===== config.mk =====
export PLATFORM = sky130hd
export DESIGN_NAME = dle_stuffed_frame_builder_flat
export DESIGN_NICKNAME = d
export VERILOG_FILES = /design/src/sv/dsfb_pkg.sv /design/src/sv/dsfb_if.sv /design/src/sv/dsfb_queue.sv /design/src/sv/dsfb_front.sv /design/src/sv/dsfb_back.sv /design/src/sv/dle_stuffed_frame_builder.sv /design/src/flat_wrapper.sv
export SDC_FILE = /design/constraint.sdc
export NUM_CORES = 1
export LEC_CHECK = 0
export BUFFER_PORTS_ARGS = -buffer_cell sky130_fd_sc_hd__buf_4
export CAP_MARGIN = 5
export CORE_MARGIN = 2
export CORE_UTILIZATION = 55
export DETAILED_ROUTE_END_ITERATION = 6
export HOLD_SLACK_MARGIN = 0.05
export PLACE_DENSITY = 0.78
export SYNTH_ARGS = -nofsm -noshare
export SYNTH_HDL_FRONTEND = slang
export SYNTH_SLANG_ARGS = --single-unit

===== constraint.sdc =====
create_clock -name clk_i -period 8.1 [get_ports clk_i]
set_input_delay 1.62 -clock clk_i [delete_from_list [all_inputs] [get_ports clk_i]]
set_output_delay 1.62 -clock clk_i [all_outputs]
set_load 0.03 [all_outputs]

===== src/sv/dsfb_pkg.sv =====
package dsfb_pkg;

  localparam logic [7:0]  DLE       = 8'h10;
  localparam logic [7:0]  STX       = 8'h02;
  localparam logic [7:0]  ETX       = 8'h03;
  localparam logic [15:0] CRC_POLY  = 16'h1021;
  localparam logic [15:0] LEN_EXTRA = 16'd10;

  localparam int NUM_REGS   = 8;
  localparam int REG_IDX_W  = $clog2(NUM_REGS);
  localparam int CFG_IDX_W  = 8;

  // register indexes
  localparam logic [REG_IDX_W-1:0] REG_SOURCE_ADDRESS  = 3'd0;
  localparam logic [REG_IDX_W-1:0] REG_DEFAULT_COMMAND = 3'd7;

  // header bytes after the start marker: length hi, length lo, seven regs, command
  localparam int HDR_BYTES = 10;
  localparam int HDR_IDX_W = $clog2(HDR_BYTES);
  localparam logic [HDR_IDX_W-1:0] HDR_LEN_HI = 4'd0;
  localparam logic [HDR_IDX_W-1:0] HDR_LEN_LO = 4'd1;
  localparam logic [HDR_IDX_W-1:0] HDR_REG0   = 4'd2;
  localparam logic [HDR_IDX_W-1:0] HDR_LAST   = 4'(HDR_BYTES - 1);

  localparam int QUEUE_DEPTH = 2;

  typedef logic [NUM_REGS-1:0][7:0] hdr_regs_t;

  typedef struct packed {
    logic [7:0]  data_byte;
    logic        no_payload;
    logic        end_of_payload;
    logic        open_frame;
    logic [15:0] len_field;
    logic [7:0]  command;
  } q_entry_t;

  typedef enum logic [3:0] {
    ST_IDLE,
    ST_OPEN_DLE,
    ST_OPEN_STX,
    ST_HDR,
    ST_DATA,
    ST_CRC_HI,
    ST_CRC_LO,
    ST_CLOSE_DLE,
    ST_CLOSE_ETX
  } step_e;

endpackage


===== src/sv/dsfb_if.sv =====
interface dsfb_in_if;
  logic        valid;
  logic        ready;
  logic [7:0]  data_byte;
  logic        no_payload;
  logic        end_of_payload;
  logic [15:0] payload_length;
  logic [7:0]  command_override;

  modport source (output valid, data_byte, no_payload, end_of_payload, payload_length,
                  command_override, input ready);
  modport sink   (input valid, data_byte, no_payload, end_of_payload, payload_length,
                  command_override, output ready);
endinterface

interface dsfb_out_if;
  logic       valid;
  logic       ready;
  logic [7:0] out_byte;
  logic       frame_done;
  logic       run_last;

  modport source (output valid, out_byte, frame_done, run_last, input ready);
  modport sink   (input valid, out_byte, frame_done, run_last, output ready);
endinterface

interface dsfb_cfg_if;
  logic                           valid;
  logic                           ready;
  logic [dsfb_pkg::CFG_IDX_W-1:0] index;
  logic [7:0]                     data;

  modport source (output valid, index, data, input ready);
  modport sink   (input valid, index, data, output ready);
endinterface


===== src/sv/dsfb_queue.sv =====
module dsfb_queue #(
  parameter int DEPTH = dsfb_pkg::QUEUE_DEPTH
) (
  input  logic                       clk_i,
  input  logic                       rst_ni,
  input  logic                       push_i,
  input  dsfb_pkg::q_entry_t         entry_i,
  output logic                       full_o,
  input  logic                       pop_i,
  output dsfb_pkg::q_entry_t         head_o,
  output logic                       valid_o,
  output logic [$clog2(DEPTH+1)-1:0] count_o
);

  localparam int PW = (DEPTH > 1) ? $clog2(DEPTH) : 1;
  localparam int CW = $clog2(DEPTH + 1);

  dsfb_pkg::q_entry_t mem_q [DEPTH];
  logic [PW-1:0] wr_ptr_q, wr_ptr_d, rd_ptr_q, rd_ptr_d;
  logic [CW-1:0] cnt_q, cnt_d;
  logic          do_push, do_pop;

  assign full_o  = (cnt_q == CW'(DEPTH));
  assign valid_o = (cnt_q != '0);
  assign count_o = cnt_q;
  assign head_o  = mem_q[rd_ptr_q];
  assign do_push = push_i && !full_o;
  assign do_pop  = pop_i && valid_o;

  always_comb begin
    wr_ptr_d = wr_ptr_q;
    rd_ptr_d = rd_ptr_q;
    cnt_d    = cnt_q;
    if (do_push) begin
      wr_ptr_d = (wr_ptr_q == PW'(DEPTH - 1)) ? '0 : wr_ptr_q + 1'b1;
    end
    if (do_pop) begin
      rd_ptr_d = (rd_ptr_q == PW'(DEPTH - 1)) ? '0 : rd_ptr_q + 1'b1;
    end
    if (do_push && !do_pop) begin
      cnt_d = cnt_q + 1'b1;
    end else if (do_pop && !do_push) begin
      cnt_d = cnt_q - 1'b1;
    end
  end

  always_ff @(posedge clk_i or negedge rst_ni) begin
    if (!rst_ni) begin
      wr_ptr_q <= '0;
      rd_ptr_q <= '0;
      cnt_q    <= '0;
    end else begin
      wr_ptr_q <= wr_ptr_d;
      rd_ptr_q <= rd_ptr_d;
      cnt_q    <= cnt_d;
    end
  end

  always_ff @(posedge clk_i) begin
    if (do_push) begin
      mem_q[wr_ptr_q] <= entry_i;
    end
  end

endmodule


===== src/sv/dsfb_front.sv =====
module dsfb_front (
  input  logic                clk_i,
  input  logic                rst_ni,
  dsfb_in_if.sink             in_i,
  dsfb_cfg_if.sink            cfg_i,
  input  logic                q_full_i,
  output logic                q_push_o,
  output dsfb_pkg::q_entry_t  q_entry_o,
  output dsfb_pkg::hdr_regs_t regs_o
);

  dsfb_pkg::hdr_regs_t regs_q;
  logic                in_frame_q, in_frame_d;
  logic                accept;
  logic                idle_item;

  assign in_i.ready  = !q_full_i;
  assign cfg_i.ready = 1'b1;
  assign regs_o      = regs_q;
  assign accept      = in_i.valid && in_i.ready;

  // an item inside an open frame that carries nothing and closes nothing is dropped
  assign idle_item = in_frame_q && in_i.no_payload && !in_i.end_of_payload;
  assign q_push_o  = accept && !idle_item;

  always_comb begin
    q_entry_o.data_byte      = in_i.data_byte;
    q_entry_o.no_payload     = in_i.no_payload;
    q_entry_o.end_of_payload = in_i.end_of_payload;
    q_entry_o.open_frame     = !in_frame_q;
    q_entry_o.len_field      = in_i.payload_length + dsfb_pkg::LEN_EXTRA;
    q_entry_o.command        = (in_i.command_override != 8'd0) ? in_i.command_override
                             : regs_q[dsfb_pkg::REG_DEFAULT_COMMAND];
  end

  always_comb begin
    in_frame_d = in_frame_q;
    if (accept) begin
      in_frame_d = !in_i.end_of_payload;
    end
  end

  always_ff @(posedge clk_i or negedge rst_ni) begin
    if (!rst_ni) begin
      in_frame_q <= 1'b0;
      regs_q     <= '0;
    end else begin
      in_frame_q <= in_frame_d;
      if (cfg_i.valid && cfg_i.ready
          && cfg_i.index < dsfb_pkg::CFG_IDX_W'(dsfb_pkg::NUM_REGS)) begin
        regs_q[cfg_i.index[dsfb_pkg::REG_IDX_W-1:0]] <= cfg_i.data;
      end
    end
  end

endmodule


===== src/sv/dsfb_back.sv =====
module dsfb_back (
  input  logic                clk_i,
  input  logic                rst_ni,
  input  logic                head_valid_i,
  input  dsfb_pkg::q_entry_t  head_i,
  input  dsfb_pkg::hdr_regs_t regs_i,
  output logic                pop_o,
  dsfb_out_if.source          out_o
);

  dsfb_pkg::step_e step_q, step_d, eff_step, adv_step, start_step;
  logic [dsfb_pkg::HDR_IDX_W-1:0] hidx_q, hidx_d, adv_hidx;
  logic [dsfb_pkg::REG_IDX_W-1:0] reg_sel;
  logic        dup_q, dup_d;
  logic [15:0] crc_q, crc_d;
  logic        out_valid_q, out_valid_d;
  logic [7:0]  out_byte_q, cur_byte, hdr_byte;
  logic        out_done_q, out_last_q;
  logic        stuffable, need_dup, is_last, is_done, emit;

  function automatic logic [15:0] crc_feed(logic [15:0] crc, logic [7:0] b);
    logic [15:0] c;
    c = crc ^ {b, 8'h00};
    for (int i = 0; i < 8; i++) begin
      c = c[15] ? ((c << 1) ^ dsfb_pkg::CRC_POLY) : (c << 1);
    end
    return c;
  endfunction

  assign emit = head_valid_i && (!out_valid_q || out_o.ready);

  always_comb begin
    if (head_i.open_frame) begin
      start_step = dsfb_pkg::ST_OPEN_DLE;
    end else if (!head_i.no_payload) begin
      start_step = dsfb_pkg::ST_DATA;
    end else begin
      start_step = dsfb_pkg::ST_CRC_HI;
    end
    eff_step = (step_q == dsfb_pkg::ST_IDLE) ? start_step : step_q;
  end

  assign reg_sel = 3'(hidx_q - dsfb_pkg::HDR_REG0);

  always_comb begin
    case (hidx_q)
      dsfb_pkg::HDR_LEN_HI: hdr_byte = head_i.len_field[15:8];
      dsfb_pkg::HDR_LEN_LO: hdr_byte = head_i.len_field[7:0];
      dsfb_pkg::HDR_LAST:   hdr_byte = head_i.command;
      default:              hdr_byte = regs_i[reg_sel];
    endcase
  end

  // output decode: byte for the current step and whether it ends the entry
  always_comb begin
    stuffable = 1'b0;
    is_done   = 1'b0;
    unique case (eff_step)
      dsfb_pkg::ST_OPEN_DLE:  cur_byte = dsfb_pkg::DLE;
      dsfb_pkg::ST_OPEN_STX:  cur_byte = dsfb_pkg::STX;
      dsfb_pkg::ST_HDR: begin
        cur_byte  = hdr_byte;
        stuffable = 1'b1;
      end
      dsfb_pkg::ST_DATA: begin
        cur_byte  = head_i.data_byte;
        stuffable = 1'b1;
      end
      dsfb_pkg::ST_CRC_HI: begin
        cur_byte  = crc_q[15:8];
        stuffable = 1'b1;
      end
      dsfb_pkg::ST_CRC_LO: begin
        cur_byte  = crc_q[7:0];
        stuffable = 1'b1;
      end
      dsfb_pkg::ST_CLOSE_DLE: cur_byte = dsfb_pkg::DLE;
      dsfb_pkg::ST_CLOSE_ETX: begin
        cur_byte = dsfb_pkg::ETX;
        is_done  = 1'b1;
      end
      default:                cur_byte = 8'h00;
    endcase
    need_dup = stuffable && (cur_byte == dsfb_pkg::DLE) && !dup_q;
    is_last  = !need_dup && (adv_step == dsfb_pkg::ST_IDLE);
  end

  // sequencing of the steps of one entry
  always_comb begin
    adv_hidx = hidx_q;
    unique case (eff_step)
      dsfb_pkg::ST_OPEN_DLE: adv_step = dsfb_pkg::ST_OPEN_STX;
      dsfb_pkg::ST_OPEN_STX: begin
        adv_step = dsfb_pkg::ST_HDR;
        adv_hidx = dsfb_pkg::HDR_LEN_HI;
      end
      dsfb_pkg::ST_HDR: begin
        if (hidx_q != dsfb_pkg::HDR_LAST) begin
          adv_step = dsfb_pkg::ST_HDR;
          adv_hidx = hidx_q + 1'b1;
        end else if (!head_i.no_payload) begin
          adv_step = dsfb_pkg::ST_DATA;
        end else if (head_i.end_of_payload) begin
          adv_step = dsfb_pkg::ST_CRC_HI;
        end else begin
          adv_step = dsfb_pkg::ST_IDLE;
        end
      end
      dsfb_pkg::ST_DATA:
        adv_step = head_i.end_of_payload ? dsfb_pkg::ST_CRC_HI : dsfb_pkg::ST_IDLE;
      dsfb_pkg::ST_CRC_HI:    adv_step = dsfb_pkg::ST_CRC_LO;
      dsfb_pkg::ST_CRC_LO:    adv_step = dsfb_pkg::ST_CLOSE_DLE;
      dsfb_pkg::ST_CLOSE_DLE: adv_step = dsfb_pkg::ST_CLOSE_ETX;
      default:                adv_step = dsfb_pkg::ST_IDLE;
    endcase

    step_d = step_q;
    hidx_d = hidx_q;
    dup_d  = dup_q;
    crc_d  = crc_q;
    if (emit) begin
      if (need_dup) begin
        step_d = eff_step;
        dup_d  = 1'b1;
      end else begin
        step_d = adv_step;
        hidx_d = adv_hidx;
        dup_d  = 1'b0;
      end
      if (eff_step == dsfb_pkg::ST_OPEN_DLE) begin
        crc_d = 16'h0000;
      end else if ((eff_step == dsfb_pkg::ST_HDR || eff_step == dsfb_pkg::ST_DATA)
                   && !dup_q) begin
        crc_d = crc_feed(crc_q, cur_byte);
      end
    end
    out_valid_d = emit ? 1'b1 : (out_valid_q && !out_o.ready);
  end

  assign pop_o = emit && is_last;

  always_ff @(posedge clk_i or negedge rst_ni) begin
    if (!rst_ni) begin
      step_q      <= dsfb_pkg::ST_IDLE;
      hidx_q      <= '0;
      dup_q       <= 1'b0;
      crc_q       <= '0;
      out_valid_q <= 1'b0;
    end else begin
      step_q      <= step_d;
      hidx_q      <= hidx_d;
      dup_q       <= dup_d;
      crc_q       <= crc_d;
      out_valid_q <= out_valid_d;
    end
  end

  always_ff @(posedge clk_i) begin
    if (emit) begin
      out_byte_q <= cur_byte;
      out_done_q <= is_done;
      out_last_q <= is_last;
    end
  end

  assign out_o.valid      = out_valid_q;
  assign out_o.out_byte   = out_byte_q;
  assign out_o.frame_done = out_done_q;
  assign out_o.run_last   = out_last_q;

endmodule


===== src/sv/dle_stuffed_frame_builder.sv =====
// DLE framed packet builder with byte stuffing and CRC-16 (poly 0x1021, init 0).
// in_i: one payload item per transfer. The first item of a frame opens it and
//   supplies payload_length and command_override; end_of_payload closes it.
// out_o: one output byte per transfer, run_last marks the last byte caused by
//   an item, frame_done marks the closing 0x03.
// cfg_i: register writes (index 0..7), always ready; the header's register bytes are
//   read from registers 0..6 while the header goes out. Write only while idle.
// The front tracks frame state and pushes items into a small queue; the back
//   sequences bytes out of the queue head, one byte per cycle while out_o is ready.
// With the queue and the output register empty, an item's first byte is stored
//   in the queue, then in the output register, before it appears on out_o.
//   Throughput: one output byte per cycle while out_o is ready, so a payload item
//   gives one byte, two if it is 0x10; opening a frame adds 12 to 22 bytes and
//   closing it 4 to 6. The output byte rate bounds the item rate.
// A stalled receiver holds the output register; the queue fills and in_i.ready
//   drops when it is full. Idle items inside a frame take no queue slot.
// Reset clears the registers, frame state, CRC, queue and output valid.
module dle_stuffed_frame_builder #(
  parameter int QUEUE_DEPTH = dsfb_pkg::QUEUE_DEPTH
) (
  input  logic      clk_i,
  input  logic      rst_ni,
  dsfb_in_if.sink   in_i,
  dsfb_cfg_if.sink  cfg_i,
  dsfb_out_if.source out_o
);

  dsfb_pkg::q_entry_t  push_entry, head_entry;
  dsfb_pkg::hdr_regs_t regs;
  logic                q_push, q_full, q_pop, q_valid;
  logic [$clog2(QUEUE_DEPTH+1)-1:0] q_count;

  dsfb_front u_front (
    .clk_i     (clk_i),
    .rst_ni    (rst_ni),
    .in_i      (in_i),
    .cfg_i     (cfg_i),
    .q_full_i  (q_full),
    .q_push_o  (q_push),
    .q_entry_o (push_entry),
    .regs_o    (regs)
  );

  dsfb_queue #(
    .DEPTH (QUEUE_DEPTH)
  ) u_queue (
    .clk_i   (clk_i),
    .rst_ni  (rst_ni),
    .push_i  (q_push),
    .entry_i (push_entry),
    .full_o  (q_full),
    .pop_i   (q_pop),
    .head_o  (head_entry),
    .valid_o (q_valid),
    .count_o (q_count)
  );

  dsfb_back u_back (
    .clk_i        (clk_i),
    .rst_ni       (rst_ni),
    .head_valid_i (q_valid),
    .head_i       (head_entry),
    .regs_i       (regs),
    .pop_o        (q_pop),
    .out_o        (out_o)
  );

  a_done_is_last_etx: assert property (@(posedge clk_i) disable iff (!rst_ni)
    out_o.valid && out_o.frame_done |-> out_o.run_last && out_o.out_byte == dsfb_pkg::ETX)
    else $error("frame_done not on final ETX byte");

  a_queue_bound: assert property (@(posedge clk_i) disable iff (!rst_ni)
    q_count <= ($clog2(QUEUE_DEPTH+1))'(QUEUE_DEPTH))
    else $error("queue count overflow");

  a_stall_only_when_full: assert property (@(posedge clk_i) disable iff (!rst_ni)
    !in_i.ready |-> q_count == ($clog2(QUEUE_DEPTH+1))'(QUEUE_DEPTH))
    else $error("input stalled with queue space");

  a_pop_has_head: assert property (@(posedge clk_i) disable iff (!rst_ni)
    q_pop |-> q_valid && out_o.ready | !out_o.valid)
    else $error("pop without a byte taken");

endmodule

===== src/flat_wrapper.sv =====
// flat-port wrapper written by rule: the top's interface ports become plain ports
module dle_stuffed_frame_builder_flat 
#(
  parameter int QUEUE_DEPTH = dsfb_pkg::QUEUE_DEPTH
)
  (clk_i, rst_ni, in_i_valid, in_i_data_byte, in_i_no_payload, in_i_end_of_payload, in_i_payload_length, in_i_command_override, in_i_ready, cfg_i_valid, cfg_i_index, cfg_i_data, cfg_i_ready, out_o_valid, out_o_out_byte, out_o_frame_done, out_o_run_last, out_o_ready);
  dsfb_in_if in_i_i ();
  dsfb_cfg_if cfg_i_i ();
  dsfb_out_if out_o_i ();
  input  logic clk_i;
  input  logic rst_ni;
  input wire logic [$bits(in_i_i.valid)-1:0] in_i_valid;
  input wire logic [$bits(in_i_i.data_byte)-1:0] in_i_data_byte;
  input wire logic [$bits(in_i_i.no_payload)-1:0] in_i_no_payload;
  input wire logic [$bits(in_i_i.end_of_payload)-1:0] in_i_end_of_payload;
  input wire logic [$bits(in_i_i.payload_length)-1:0] in_i_payload_length;
  input wire logic [$bits(in_i_i.command_override)-1:0] in_i_command_override;
  output wire logic [$bits(in_i_i.ready)-1:0] in_i_ready;
  input wire logic [$bits(cfg_i_i.valid)-1:0] cfg_i_valid;
  input wire logic [$bits(cfg_i_i.index)-1:0] cfg_i_index;
  input wire logic [$bits(cfg_i_i.data)-1:0] cfg_i_data;
  output wire logic [$bits(cfg_i_i.ready)-1:0] cfg_i_ready;
  output wire logic [$bits(out_o_i.valid)-1:0] out_o_valid;
  output wire logic [$bits(out_o_i.out_byte)-1:0] out_o_out_byte;
  output wire logic [$bits(out_o_i.frame_done)-1:0] out_o_frame_done;
  output wire logic [$bits(out_o_i.run_last)-1:0] out_o_run_last;
  input wire logic [$bits(out_o_i.ready)-1:0] out_o_ready;
  assign in_i_i.valid = in_i_valid;
  assign in_i_i.data_byte = in_i_data_byte;
  assign in_i_i.no_payload = in_i_no_payload;
  assign in_i_i.end_of_payload = in_i_end_of_payload;
  assign in_i_i.payload_length = in_i_payload_length;
  assign in_i_i.command_override = in_i_command_override;
  assign in_i_ready = in_i_i.ready;
  assign cfg_i_i.valid = cfg_i_valid;
  assign cfg_i_i.index = cfg_i_index;
  assign cfg_i_i.data = cfg_i_data;
  assign cfg_i_ready = cfg_i_i.ready;
  assign out_o_valid = out_o_i.valid;
  assign out_o_out_byte = out_o_i.out_byte;
  assign out_o_frame_done = out_o_i.frame_done;
  assign out_o_run_last = out_o_i.run_last;
  assign out_o_i.ready = out_o_ready;
  dle_stuffed_frame_builder #(.QUEUE_DEPTH(QUEUE_DEPTH)) u_core (.clk_i(clk_i), .rst_ni(rst_ni), .in_i(in_i_i), .cfg_i(cfg_i_i), .out_o(out_o_i));
endmodule

=== Word-level counts from Yosys, hierarchy flattened ===
Memory sizes are Yosys's and may differ from the RTL's.
Cells that the tools add are included.

* Register bits after elaboration: 105
* RAM bits: 70
* Input bits: 55
* Memories kept: 1

* Add/sub/neg operators: 7
* $lt $le $gt $ge: 4
* Eq/ne operators: 14
* Muxes and demuxes: 38
* Bitwise gates (word level): 10
* Reduce and logical (&&, ||, !) cells: 41

{| class="wikitable"
|+ Memory list
! memory !! depth !! width !! read ports !! clocked after Yosys merged registers in !! wr ports !! RTL line !! RTL
|-
| u_core.u_queue.mem_q || 2 || 35 || 1 || 0 || 1 || dsfb_queue.sv:18 || <nowiki>dsfb_pkg::q_entry_t mem_q [DEPTH];</nowiki>
|}

{| class="wikitable"
|+ Operator list
! kind !! number
|-
| $mux W13 || 8
|-
| $bwmux W64 || 1
|-
| $pmux W8 S7 || 1
|-
| $mux W16 || 2
|-
| $pmux W4 S7 || 1
|-
| $bmux W8 S3 || 1
|-
| $demux W8 S3 || 1
|-
| $mux W8 || 3
|-
| $not A3 Y3 || 8
|-
| $pmux W8 S3 || 1
|-
| $logic_and A1 B1 Y1 || 17
|-
| $add A16 B4 Y16 const B || 1
|-
| $eq A4 B3 Y1 const B || 4
|-
| $mux W4 || 4
|-
| $xor A16 B16 Y16 || 1
|-
| $logic_not A4 Y1 || 3
|-
| $logic_not A1 Y1 || 10
|-
| $mux W1 || 9
|-
| $mux W3 || 3
|-
| $eq A4 B1 Y1 const B || 2
|-
| $eq A4 B2 Y1 const B || 2
|-
| $eq A4 B4 Y1 const B || 2
|-
| $eq A8 B5 Y1 const B || 1
|-
| $lt A3 B4 Y1 const B || 2
|-
| 20 further kinds || 26
|}

=== Depth between registers and ports, before layout ===
Gate-level depths: netlist (run 1).
An unclocked memory read counts as a cell.

* Depth after elaboration: 26
* Mapped depth: 17

=== By module ===
From an unflattened synthesis (run 1), not the netlist that was laid out.

* Cell total of the unflattened synthesis: 652
* Area, all modules: 8839.7 um2

{| class="wikitable"
|+ Modules (own cells, without submodules)
! module !! instances !! cells each !! area an instance (um2) !! seq. area each (um2)
|-
| dsfb_front || 1 || 214 || 2995.4 || 1626.6
|-
| dsfb_back || 1 || 310 || 2967.8 || 950.9
|-
| dsfb_queue || 1 || 128 || 2876.5 || 2202.1
|}

=== Worst setup path before layout (run 1) ===
OpenSTA, ideal clock, no wires.

* Path kind: input -> register
* From: input cfg_i_index[3]
* To: register u_core.u_front.regs_q (netlist bit u_core.u_front.regs_o[0])
* Arrival: 3.649 ns
* Required time: 7.975 ns
* Path slack: 4.326 ns
* Stages: 6
* Cells stage by stage: or4b_2 > nor3_1 > nand2b_1 > clkbuf_1 > nor3_1 > mux2_2

* Longest elaborated chain between the ends: 2

{| class="wikitable"
|+ Ends and longest elaborated chain
! what !! RTL line !! RTL
|-
| start: declaration || flat_wrapper.sv:20 || <nowiki>input wire logic [$bits(cfg_i_i.index)-1:0] cfg_i_index;</nowiki>
|-
| $lt A8 B4 Y1 || dsfb_front.sv:50 || <nowiki>&& cfg_i.index < dsfb_pkg::CFG_IDX_W'(dsfb_pkg::NUM_REGS)) begin</nowiki>
|-
| $logic_and A1 B1 Y1 || dsfb_front.sv:50 ||
|-
| end signal: indexed assignment || dsfb_front.sv:51 || <nowiki>regs_q[cfg_i.index[dsfb_pkg::REG_IDX_W-1:0]] <= cfg_i.data;</nowiki>
|-
| end: declaration || dsfb_front.sv:12 || <nowiki>dsfb_pkg::hdr_regs_t regs_q;</nowiki>
|}

No other way between the ends.
A chain may end at the register's enable or synchronous reset.

=== Worst setup path in the final report (run 1) ===
* From: register u_core.u_back.hidx_q[1] in the netlist's numbering
* To: register u_core.u_queue.cnt_q[1] (netlist: u_core.u_queue.count_o[1])

* Longest elaborated chain between the ends: 15

{| class="wikitable"
|+ Ends and longest elaborated chain
! what !! RTL line !! RTL
|-
| start: declaration || dsfb_back.sv:12 || <nowiki>logic [dsfb_pkg::HDR_IDX_W-1:0] hidx_q, hidx_d, adv_hidx;</nowiki>
|-
| start signal: assignment || dsfb_back.sv:151 || <nowiki>hidx_q <= hidx_d;</nowiki>
|-
| $sub A3 B2 Y3 || dsfb_back.sv:43 || <nowiki>assign reg_sel = 3'(hidx_q - dsfb_pkg::HDR_REG0);</nowiki>
|-
| $bmux W8 S3 || dsfb_back.sv:50 || <nowiki>default: hdr_byte = regs_i[reg_sel];</nowiki>
|-
| $mux W8 (implied by the code) || dsfb_back.sv:50 ||
|-
| $pmux W8 S3 (*) || dsfb_back.sv:46 || <nowiki>case (hidx_q)</nowiki>
|-
| $pmux W8 S7 (*) || dsfb_back.sv:58 || <nowiki>unique case (eff_step)</nowiki>
|-
| named net u_core.u_back.cur_byte[2] || dsfb_back.sv:17 || <nowiki>logic [7:0] out_byte_q, cur_byte, hdr_byte;</nowiki>
|-
| $eq A8 B5 Y1 (*) || dsfb_back.sv:84 || <nowiki>need_dup = stuffable && (cur_byte == dsfb_pkg::DLE) && !dup_q;</nowiki>
|-
| $logic_and A1 B1 Y1 (*) (2 in a row) || dsfb_back.sv:84 ||
|-
| $logic_not A1 Y1 (*) || dsfb_back.sv:85 || <nowiki>is_last = !need_dup && (adv_step == dsfb_pkg::ST_IDLE);</nowiki>
|-
| $logic_and A1 B1 Y1 (*) || dsfb_back.sv:85 ||
|-
| $logic_and A1 B1 Y1 (*) || dsfb_back.sv:140 || <nowiki>assign pop_o = emit && is_last;</nowiki>
|-
| $logic_and A1 B1 Y1 (*) || dsfb_queue.sv:28 || <nowiki>assign do_pop = pop_i && valid_o;</nowiki>
|-
| $logic_not A1 Y1 || dsfb_queue.sv:40 || <nowiki>if (do_push && !do_pop) begin</nowiki>
|-
| $logic_and A1 B1 Y1 || dsfb_queue.sv:40 ||
|-
| $mux W2 or $reduce_bool A2 Y1 (tied branches) || n/a ||
|-
| end signal: assignment || dsfb_queue.sv:55 || <nowiki>cnt_q <= cnt_d;</nowiki>
|-
| end: declaration || dsfb_queue.sv:20 || <nowiki>logic [CW-1:0] cnt_q, cnt_d;</nowiki>
|}

Mark *: on every way through the listed nets, which the timed path passes. The rest lies on a longest branch. The select of a mux whose other input is x is not followed.

==> metrics.yaml, run 1 <==
r2r_path_end: "u_core.u_queue.count_o[1]"
final_layout_size_suffix_gt1_frac: 0.291
synth_largest_type_area_fraction: 0.286
synth_area_per_cell_um2: 13.4
total_nets_final: 756
cap_violations: 0
synth.cell_area_mm2: 0.00841
via_per_inst: 6.10
run_status: "completed"
yosys-top-cells-area: "sky130_fd_sc_hd__edfxtp_1, sky130_fd_sc_hd__dfrtp_1, sky130_fd_sc_hd__mux2_2"
cellPowerDensity_mw_per_mm2: 355
netlist_instances: 629
hold-path-endpoint: "u_core.u_back.crc_q[13]"
floorplan.io_pins: 68
path_cells: "ha_1 -> mux4_2 -> mux2_2 -> nand3_1 -> o2111ai_2 -> nor2_1 -> nand4_1 -> nor4_4 -> or3_1 -> ha_1 -> xor2_1 -> nor2_1 -> xor2_1"
vias: 5465
coreArea_mm2: 0.0151
grt.total_usage: 0.245
ys_warn_count: 0
worst-setup-path-type: "reg -> reg"
globalRoute.totalOverflow: 0
cts.repair.resized: 0
clock-root-buffer: "sky130_fd_sc_hd__clkbuf_16"
crit_path_start_kind: "flop"
grt_start_max_net_pins: 70
synth-edff-count: 80
synth_seq_area_share: 0.568
synthesis.nets: 690
place_area_mm2: 0.00907
ys_types: 71
fin_worst_skew_ps: 8.38
route.antenna.remaining_nets: 0
period_minus_slack_ps: 4610
hold_path_depth: 2
die_width_um: 128
antennaDiodeCount: 0
slew_violations: 0
layout.cell_area.non_filler_mm2: 0.00964
detailedRoute.firstIterationViolations: 637
p_leak_nw: 4.09
setup_violations: 0
min-delay-start: "u_core.u_back.crc_q[13]"
fin_setup_tns_ps: 0
vdd_ir_drop_max_mv: 0.209
crit_fanout: 21
ys.flop_type: "sky130_fd_sc_hd__dfrtp_1"
cp_slowest_cell: "sky130_fd_sc_hd__dfrtp_1"
placementRows: 45
grt_pass1_wl_um: 29900
wl_um: 18600
grt_pass1_vias: 5451
fp.dieArea_mm2: 0.0163
worst_path_largest_cell_delay_ps: 930
post_cts_hold_buffer_count: 0
area_delta_synth_final_pct: 14.6
multiInputGateArea_mm2: 0.00346
reg2reg_slack_ps: 3490
timing.critical_path.required_ps: 8420
timing.max_slew.rel_slack: 0.361
grt_antenna_before_repair: 0
wire_per_inst_um: 20.8
timing.final.hold_violations: 0
place_congestion: 0.911
postLayoutCoreUtil: 0.639
rsz0062_at_grt: "false"
number_of_buffers_added_on_ports: 66
synth_seq_cells: 175
timing.critical_path.arrival_ps: 4930
layout.area.seq_mm2: 0.00478
reg2reg_depth: 13
floorplan.die.height_um: 128
hold_class: "reg -> reg"
ctsHtreeMaxLevel: 4
cts_tree: "built"
place.detailed.hpwl_um: 13100
post-route-period-util: 0.569
fmax_mhz: 217
clkTransAtPathRegs_ps: 70
synthArstFlopShare: 0.543
layout.filler_cells: 1105
end_kind: "flop"
drc: 0
r2r-start: "u_core.u_back.hidx_q[1]"
post_cts.repair.setup_buffers: 0
firstDrtPassIters: 5
tightestPinTransition_ps: 955
initial_core_util: 0.557
numClockSinks: 175
yosysTopAreaCell: "sky130_fd_sc_hd__edfxtp_1"
cts.path.max_buffers: 2
tritoncts.num_buffers: 17
worst_skew_pair.late_latency_ps: 430
[state kept, by name, summed over array words and instances (netlist names)]
| register | flops |
|---|---|
| u_core.u_front.regs_o | 64 |
| u_core.u_back.dup_q | 1 |
| u_core.u_queue.mem_q | 70 |
| u_core.u_back.out_o.out_byte | 8 |
| u_core.u_back.out_o.valid | 1 |
| u_core.u_back.crc_q | 16 |
| u_core.u_queue.wr_ptr_q | 1 |
| u_core.u_back.out_o.run_last | 1 |
| u_core.u_back.step_q | 4 |
| u_core.u_back.hidx_q | 4 |
| u_core.u_front.in_frame_q | 1 |
| u_core.u_back.out_o.frame_done | 1 |
| u_core.u_queue.count_o | 2 |
| u_core.u_queue.rd_ptr_q | 1 |
[how the worst max path moves through the flow]
| stage | cells past startpoint | endpoint | start |
|---|---|---|---|
| after detailed placement | 13 | u_core.u_queue.count_o[1] | u_core.u_back.hidx_q[1] |
| after floorplan | 6 | u_core.u_front.regs_o[0] | cfg_i_index[3] |
| final | 13 | u_core.u_queue.count_o[1] | u_core.u_back.hidx_q[1] |
| after global placement | 13 | u_core.u_queue.count_o[1] | u_core.u_back.hidx_q[1] |
| after CTS | 13 | u_core.u_queue.count_o[1] | u_core.u_back.hidx_q[1] |
| after global routing | 13 | u_core.u_queue.count_o[1] | u_core.u_back.hidx_q[1] |
[critical path, delay by kind of cell (launching register included)]
| kind | cells | cell delay, ps |
|---|---|---|
| XOR/XNOR | 2 | 300 |
| multiplexers | 2 | 850 |
| flip-flops | 1 | 930 |
| adder cells (fa/ha/maj) | 2 | 900 |
| AND/OR/NAND/NOR | 6 | 1330 |
| AO/OA/AOI/OAI | 1 | 170 |
[kinds of logic after synthesis]
logic type,after synthesis,share of synthesized area
AOI/OAI and AO/OA,104,0.0879
xor gates and xnor gates,39,0.0406
adders and majority gates,6,0.00893
buffers and inverters,38,0.0205
DFF,175,0.568
muxes,125,0.182
other,1,0.000446
and+or+nand+nor,141,0.0912
[report_power, final]
group	total [mW]	internal, mW	switching [mW]
registers	1.31	1.15	0.162
logic	1.32	0.546	0.779
clock network	0.784	0.426	0.357
total	3.42	2.12	1.30
[synthesized netlist by cell type (7+ instances only)]
master and n:
sky130_fd_sc_hd__a21o_1 10, sky130_fd_sc_hd__mux2_2 70, sky130_fd_sc_hd__nand3_1 8, sky130_fd_sc_hd__o22ai_1 8
sky130_fd_sc_hd__nor3_1 7, sky130_fd_sc_hd__o31ai_1 12, sky130_fd_sc_hd__clkbuf_1 12, sky130_fd_sc_hd__xor2_1 8
sky130_fd_sc_hd__o21ai_0 21, sky130_fd_sc_hd__nand2_1 39, sky130_fd_sc_hd__edfxtp_1 80, sky130_fd_sc_hd__inv_1 10
sky130_fd_sc_hd__xnor2_1 31, sky130_fd_sc_hd__mux2i_1 39, sky130_fd_sc_hd__buf_2 9, sky130_fd_sc_hd__nor2_1 30
sky130_fd_sc_hd__a21oi_1 13, sky130_fd_sc_hd__mux4_2 10, sky130_fd_sc_hd__dfrtp_1 95, sky130_fd_sc_hd__nand2b_1 7
[final cells by class]
class                   count  share of cell area
clock buffers              20              0.0487
clock inverters            12              0.0104
inverters                  11             0.00428
multi-input cells         416               0.359
flip-flops and latches    175               0.496
well taps                 188              0.0244
repair buffers             74              0.0576
[through the flow]
stage / instances / setup WS, ps / hold slack [ps] / power, mW
global route: 896 / 3180 / 520 / 3.60
global placement: 863 / 3650 / 472 / 2.61
CTS: 896 / 3490 / 506 / 3.42
detailed placement: 864 / 3520 / 490 / 2.64
floorplan: 629 / 4330 / 449 / 2.28
finish: 896 / 3490 / 501 / 3.42
[layer usage]
layer,track usage,up-vias,share of wire
met4,0.0795,0,0.015
met2,0.401,180,0.51
li1,-,2513,-
met3,0.0509,23,0.050
met5,0,-,0
met1,0.331,2749,0.43
[cells in the final DEF, fill, tap and decap left out, types with 5 or more instances in the layout]
cell,Yosys,final
sky130_fd_sc_hd__edfxtp_1,80,80
sky130_fd_sc_hd__mux2i_1,39,39
sky130_fd_sc_hd__nand2b_1,7,7
sky130_fd_sc_hd__buf_4,3,74
sky130_fd_sc_hd__clkbuf_16,0,18
sky130_fd_sc_hd__o31ai_1,12,12
sky130_fd_sc_hd__a21o_1,10,10
sky130_fd_sc_hd__o22ai_1,8,8
sky130_fd_sc_hd__xnor2_1,31,31
sky130_fd_sc_hd__mux2_2,70,70
sky130_fd_sc_hd__clkinv_4,0,5
sky130_fd_sc_hd__mux4_2,10,10
sky130_fd_sc_hd__xor2_1,8,8
sky130_fd_sc_hd__nor3_1,7,7
sky130_fd_sc_hd__dfrtp_1,95,95
sky130_fd_sc_hd__and3_1,5,5
sky130_fd_sc_hd__nor2b_1,6,6
sky130_fd_sc_hd__ha_1,6,6
sky130_fd_sc_hd__o21ai_0,21,21
sky130_fd_sc_hd__a21oi_1,13,13
sky130_fd_sc_hd__inv_1,10,10
sky130_fd_sc_hd__nand2_1,39,39
sky130_fd_sc_hd__nor2_1,30,29
sky130_fd_sc_hd__nand3_1,8,8
(Power assumes the default switching activity.)
==> inputs of run 2 (changes only) <==
--- a/config.mk
+++ b/config.mk
@@ -5,6 +5,7 @@
 export SDC_FILE = /design/constraint.sdc
 export NUM_CORES = 1
 export LEC_CHECK = 0
+export ABC_AREA = 1
 export BUFFER_PORTS_ARGS = -buffer_cell sky130_fd_sc_hd__buf_4
 export CAP_MARGIN = 5
 export CORE_MARGIN = 2
==> constraint.sdc (replaced) <==
create_clock -name clk_i -period 4.7 [get_ports clk_i]
set_input_delay 0.94 -clock clk_i [delete_from_list [all_inputs] [get_ports clk_i]]
set_output_delay 0.94 -clock clk_i [all_outputs]
set_load 0.03 [all_outputs]
==> metrics.yaml, run 2 <==
post_cts_hold_buffer_count: 0
synth.cell_area_mm2: 0.00877
synth-edff-count: 80
place.detailed.hpwl_um: 14700
r2r-start: "u_core.u_back.hidx_q[1]"
firstDrtPassIters: 6
number_of_buffers_added_on_ports: 66
tightestPinTransition_ps: 1060
synth_area_per_cell_um2: 8.40
max_flop_register: "u_core.u_queue.mem_q"
synth_largest_type_area_fraction: 0.274
die_width_um: 130
vias: 7283
setup_violations: 0
cellPowerDensity_mw_per_mm2: 601
worst-setup-path-type: "reg -> reg"
fin_setup_tns_ps: 0
place_area_mm2: 0.00941
detailedRoute.firstIterationViolations: 871
timing.critical_path.required_ps: 5010
tritoncts.num_buffers: 17
initial_core_util: 0.558
grt_antenna_before_repair: 0
yosys-top-cells-area: "sky130_fd_sc_hd__edfxtp_1, sky130_fd_sc_hd__dfrtp_1, sky130_fd_sc_hd__nand2_1"
clkTransAtPathRegs_ps: 70
p_leak_nw: 4.68
vdd_ir_drop_max_mv: 0.344
final_layout_size_suffix_gt1_frac: 0.133
cts.path.max_buffers: 2
ys.flop_type: "sky130_fd_sc_hd__dfrtp_1"
globalRoute.totalOverflow: 0
ys_types: 41
crit_path_start_kind: "flop"
layout.cell_area.non_filler_mm2: 0.0100
final.hold.worst_slack_ps: 486
worst_slack_setup_final_ps: 1080
hold_path_depth: 2
grt_pass1_wl_um: 33700
slew_violations: 0
synth_seq_cells: 175
total_nets_final: 1164
cts_tree: "built"
fp.dieArea_mm2: 0.0170
hold_class: "reg -> reg"
yosysTopAreaCell: "sky130_fd_sc_hd__edfxtp_1"
hold-path-endpoint: "u_core.u_front.regs_o[15]"
period_minus_slack_ps: 3620
largest_register_ff_count: 70
timing.max_slew.rel_slack: 0.286
postLayoutCoreUtil: 0.639
reg2reg_depth: 17
run_status: "completed"
fin_worst_skew_ps: 8.94
timing.final.hold_violations: 0
ctsHtreeMaxLevel: 4
layout.cells.most_common_list: "sky130_fd_sc_hd__nand2_1, sky130_fd_sc_hd__nand3_1, sky130_fd_sc_hd__dfrtp_1"
min-delay-start: "u_core.u_front.regs_o[15]"
wire_per_inst_um: 15.9
post-route-period-util: 0.770
grt_pass1_vias: 6628
ys_warn_count: 0
worst_skew_pair.late_latency_ps: 430
grt.total_usage: 0.262
antennaDiodeCount: 0
clock-root-buffer: "sky130_fd_sc_hd__clkbuf_16"
timing.critical_path.arrival_ps: 3930
netlist_instances: 1044
floorplan.io_pins: 68
synthArstFlopShare: 0.543
floorplan.die.height_um: 130
route.antenna.remaining_nets: 0
fmax_mhz: 276
cap_violations: 0
mostFrequentLayoutCell: "sky130_fd_sc_hd__nand2_1"
cts.repair.resized: 0
yosys.cell_count.top_type: "sky130_fd_sc_hd__nand2_1"
reg2reg_slack_ps: 1080
synth_seq_area_share: 0.545
wl_um: 21100
rsz0062_at_grt: "false"
grt_start_max_net_pins: 73
synthesis.nets: 1105
via_per_inst: 5.47
end_kind: "flop"
placementRows: 46
numClockSinks: 175
layout.filler_cells: 1302
drc: 0
crit_fanout: 21
coreArea_mm2: 0.0157
post_cts.repair.setup_buffers: 0
synth_top_cells_by_count: "sky130_fd_sc_hd__nand2_1, sky130_fd_sc_hd__nand3_1, sky130_fd_sc_hd__dfrtp_1"
detailedPlace.worstSlack_ps: 1140
r2r_path_end: "u_core.u_queue.count_o[1]"
place_congestion: 0.925
area_delta_synth_final_pct: 14.5
run 2: cell count changes after synthesis, moves of 39 or more:
cell,previous run,this run
sky130_fd_sc_hd__nand2_1,39,422
sky130_fd_sc_hd__mux2_2,70,0
sky130_fd_sc_hd__mux2i_1,39,0
sky130_fd_sc_hd__nand3_1,8,103
sky130_fd_sc_hd__o21ai_0,21,78
sky130_fd_sc_hd__inv_1,10,73
run 2: cells by family after synthesis:
group	Yosys count	share of synthesized area
other	1	0.000428
AO/OA/AOI/OAI	108	0.0679
flip-flops	175	0.545
XOR/XNOR	16	0.0160
AND/OR/NAND/NOR	622	0.305
buffers and inverters	116	0.0574
adder cells (fa/ha/maj)	6	0.00856
run 2: metal layers:
| metal | GRT usage | vias to the layer above | part of all wire |
|---|---|---|---|
| met1 | 0.370 | 3414 | 0.44 |
| met5 | 0 | - | 0 |
| met3 | 0.0410 | 47 | 0.054 |
| met4 | 0.109 | 0 | 0.028 |
| met2 | 0.410 | 282 | 0.47 |
| li1 | - | 3540 | - |
run 2: through the flow:
stage               power, mW  instances
floorplan                3.87       1044
global placement         4.45       1300
detailed placement       4.49       1300
CTS                      6.03       1332
global route             6.41       1332
finish                   6.04       1332
run 2: cell type report:
cell class / count / area, um2 / share of cell area
Clock buffer: 19 / 433 / 0.0431
Clock inverter: 13 / 200 / 0.0199
Timing Repair Buffer: 71 / 533 / 0.0531
Multi-Input combinational cell: 753 / 3500 / 0.348
Sequential cell: 175 / 4780 / 0.476
Inverter: 85 / 327 / 0.0325
Tap cell: 216 / 270 / 0.0269
run 2: worst max-delay path by stage:
stage               slack [ps]               startpoint  depth (start not counted)                         end
floorplan                 1440               in_i_valid                          4  u_core.u_queue.mem_q[1][0]
global route               810  u_core.u_back.hidx_q[1]                         17   u_core.u_queue.count_o[1]
finish                    1080  u_core.u_back.hidx_q[1]                         17   u_core.u_queue.count_o[1]
CTS                       1140  u_core.u_back.hidx_q[1]                         17   u_core.u_queue.count_o[1]
global placement          1320  u_core.u_back.hidx_q[1]                         17   u_core.u_queue.count_o[1]
detailed placement        1140  u_core.u_back.hidx_q[1]                         17   u_core.u_queue.count_o[1]
run 2: report_power, final:
group | internal, mW | switching [mW]
Sequential | 1.98 | 0.198
Combinational | 0.700 | 1.63
Clock | 0.905 | 0.624
run 2: critical path, stage by stage (launching register included):
cell,delay [ps]
sky130_fd_sc_hd__dfrtp_1,670
sky130_fd_sc_hd__inv_2,190
sky130_fd_sc_hd__ha_1,180
sky130_fd_sc_hd__nand2_1,50
sky130_fd_sc_hd__nor2_1,560
sky130_fd_sc_hd__nand2_1,110
sky130_fd_sc_hd__nand4_1,160
sky130_fd_sc_hd__nand3_1,120
sky130_fd_sc_hd__nand2_1,120
sky130_fd_sc_hd__nor2_1,90
sky130_fd_sc_hd__nand2_1,70
sky130_fd_sc_hd__inv_1,70
sky130_fd_sc_hd__nand3_2,210
sky130_fd_sc_hd__nand3_2,130
sky130_fd_sc_hd__ha_1,360
sky130_fd_sc_hd__a21oi_1,120
sky130_fd_sc_hd__o21ai_0,130
sky130_fd_sc_hd__xor2_1,160
==> inputs of run 3 (changes only) <==
==> constraint.sdc (replaced) <==
create_clock -name clk_i -period 3.6 [get_ports clk_i]
set_input_delay 0.72 -clock clk_i [delete_from_list [all_inputs] [get_ports clk_i]]
set_output_delay 0.72 -clock clk_i [all_outputs]
set_load 0.03 [all_outputs]
==> metrics.yaml, run 3 (synthesis gave the netlist of run 2 again) <==
timing.final.hold_violations: 0
power.switching_fraction: 0.405
combPwrFrac: 0.398
post_layout_nonfiller_instances: 1342
initial_core_util: 0.558
crit_fanout: 11
vias: 7208
worst_slack_setup_final_ps: 480
tightestPinTransition_ps: 1140
hold_class: "in -> async"
floorplan.io_pins: 68
place.detailed.hpwl_um: 14900
fin_setup_tns_ps: 0
post-route-period-util: 0.867
share_seq_of_total_power: 0.362
slew_violations: 0
rsz0062_at_grt: "false"
cts.path.max_buffers: 2
layout.filler_cells: 1300
floorplan.die.height_um: 130
total_nets_final: 1174
wl_um: 20600
grt_start_max_net_pins: 59
wire_per_inst_um: 15.4
layout.cells.most_common_list: "sky130_fd_sc_hd__nand2_1, sky130_fd_sc_hd__nand3_1, sky130_fd_sc_hd__dfrtp_1"
run_status: "completed"
crit_path_start_kind: "flop"
post_cts.repair.setup_buffers: 0
fin_worst_skew_ps: 9.15
number_of_buffers_added_on_ports: 66
area_delta_synth_final_pct: 15.0
tritoncts.num_buffers: 17
cap_violations: 0
cts_tree: "built"
vdd_ir_drop_max_mv: 0.409
final_layout_size_suffix_gt1_frac: 0.139
timing.critical_path.required_ps: 3900
p_int_mw: 4.62
cellPowerDensity_mw_per_mm2: 770
coreArea_mm2: 0.0157
grt_antenna_before_repair: 0
ctsHtreeMaxLevel: 4
place_congestion: 0.965
largest_register_ff_count: 70
placementRows: 46
numClockSinks: 175
grt_pass1_vias: 6857
route.antenna.remaining_nets: 0
clkTransAtPathRegs_ps: 70
detailedRoute.firstIterationViolations: 879
multiInputGateArea_mm2: 0.00350
timing.max_slew.rel_slack: 0.235
via_per_inst: 5.37
setup_violations: 0
fp.dieArea_mm2: 0.0170
p_leak_nw: 4.70
detailedPlace.worstSlack_ps: 527
max_flop_register: "u_core.u_queue.mem_q"
clockPowerShare: 0.240
fmax_mhz: 321
timing.critical_path.arrival_ps: 3420
die_width_um: 130
p_sw_mw: 3.15
mostFrequentLayoutCell: "sky130_fd_sc_hd__nand2_1"
post_cts_hold_buffer_count: 0
cts.repair.resized: 0
clock-root-buffer: "sky130_fd_sc_hd__clkbuf_16"
placedCellCount: 1310
antennaDiodeCount: 0
firstDrtPassIters: 5
grt.total_usage: 0.261
worst-setup-path-type: "reg -> reg"
drc: 0
worst_skew_pair.late_latency_ps: 430
period_minus_slack_ps: 3120
globalRoute.totalOverflow: 0
grt_pass1_wl_um: 34100
end_kind: "flop"
layout.area.seq_mm2: 0.00478
-- run 3: changes by cell type in the layout (fill, tap and decap cells not counted), sizes merged --
cell,change
clkinvlp,+2
inv,-3
buf,+10
bufinv,-1
clkinv,+2
-- run 3: layout make-up --
class | count | area share
timing repair buffer | 81 | 0.0615
sequential | 175 | 0.474
clock buffer | 19 | 0.0429
inverter | 85 | 0.0324
tap | 216 | 0.0268
multi-input combinational | 753 | 0.347
clock inverter | 13 | 0.0159
-- run 3: per-stage QoR --
step | instance area, um2 | util | hold slack [ps] | total power [mW]
2_1_floorplan | 8770 | - | 424 | 5.05
3_3_place_gp | 9490 | 0.604 | 466 | 5.85
3_5_place_dp | 9490 | 0.604 | 474 | 5.89
4_1_cts | 10100 | 0.642 | 388 | 7.75
5_1_grt | 10100 | 0.642 | 414 | 8.28
6_report | 10100 | 0.642 | 346 | 7.76
-- run 3: worst max-delay path: stages, from the launching register on --
cell,delay [ps]
sky130_fd_sc_hd__dfrtp_1,450
sky130_fd_sc_hd__ha_1,490
sky130_fd_sc_hd__inv_1,200
sky130_fd_sc_hd__nand3_1,130
sky130_fd_sc_hd__nand3_1,70
sky130_fd_sc_hd__nand3_1,100
sky130_fd_sc_hd__nand2_1,60
sky130_fd_sc_hd__nor2_1,210
sky130_fd_sc_hd__nand2_1,140
sky130_fd_sc_hd__nor2_4,130
sky130_fd_sc_hd__nand3_2,240
sky130_fd_sc_hd__nand3_2,140
sky130_fd_sc_hd__ha_1,250
sky130_fd_sc_hd__a21oi_1,120
sky130_fd_sc_hd__o21ai_0,110
sky130_fd_sc_hd__xor2_1,150
-- run 3: final timing paths --
| kind | startpoint | endpoint | slack, ps | depth (start not counted) |
|---|---|---|---|---|
| max | u_core.u_back.hidx_q[2] | u_core.u_queue.count_o[1] | 480 | 15 |
| min | rst_ni | u_core.u_front.regs_o[63] | 350 | 1 |
| max reg2reg | u_core.u_back.hidx_q[2] | u_core.u_queue.count_o[1] | 480 | 15 |
| min reg2reg | u_core.u_front.regs_o[12] | u_core.u_front.regs_o[12] | 490 | 2 |
| max in group asynchronous | rst_ni | u_core.u_queue.count_o[1] | 2490 | 2 |
| min in group clk_i | in_i_payload_length[0] | u_core.u_queue.mem_q[0][8] | 480 | 1 |
-- run 3: metal layers --
layer,wire length [um],track usage,share of wire
met5,0,0,0
met4,475,0.0911,0.023
met3,1250,0.0447,0.061
met2,9800,0.424,0.48
met1,9090,0.358,0.44
-- run 3: power by group through the flow --
stage / clock, mW / combinational (mW) / sequential [mW]
after floorplan: 0 / 2.15 / 2.90
after global placement: 0 / 3.02 / 2.82
after detailed placement: 0 / 3.05 / 2.83
after CTS: 1.88 / 3.07 / 2.80
after global routing: 1.96 / 3.47 / 2.85
final: 1.87 / 3.09 / 2.81
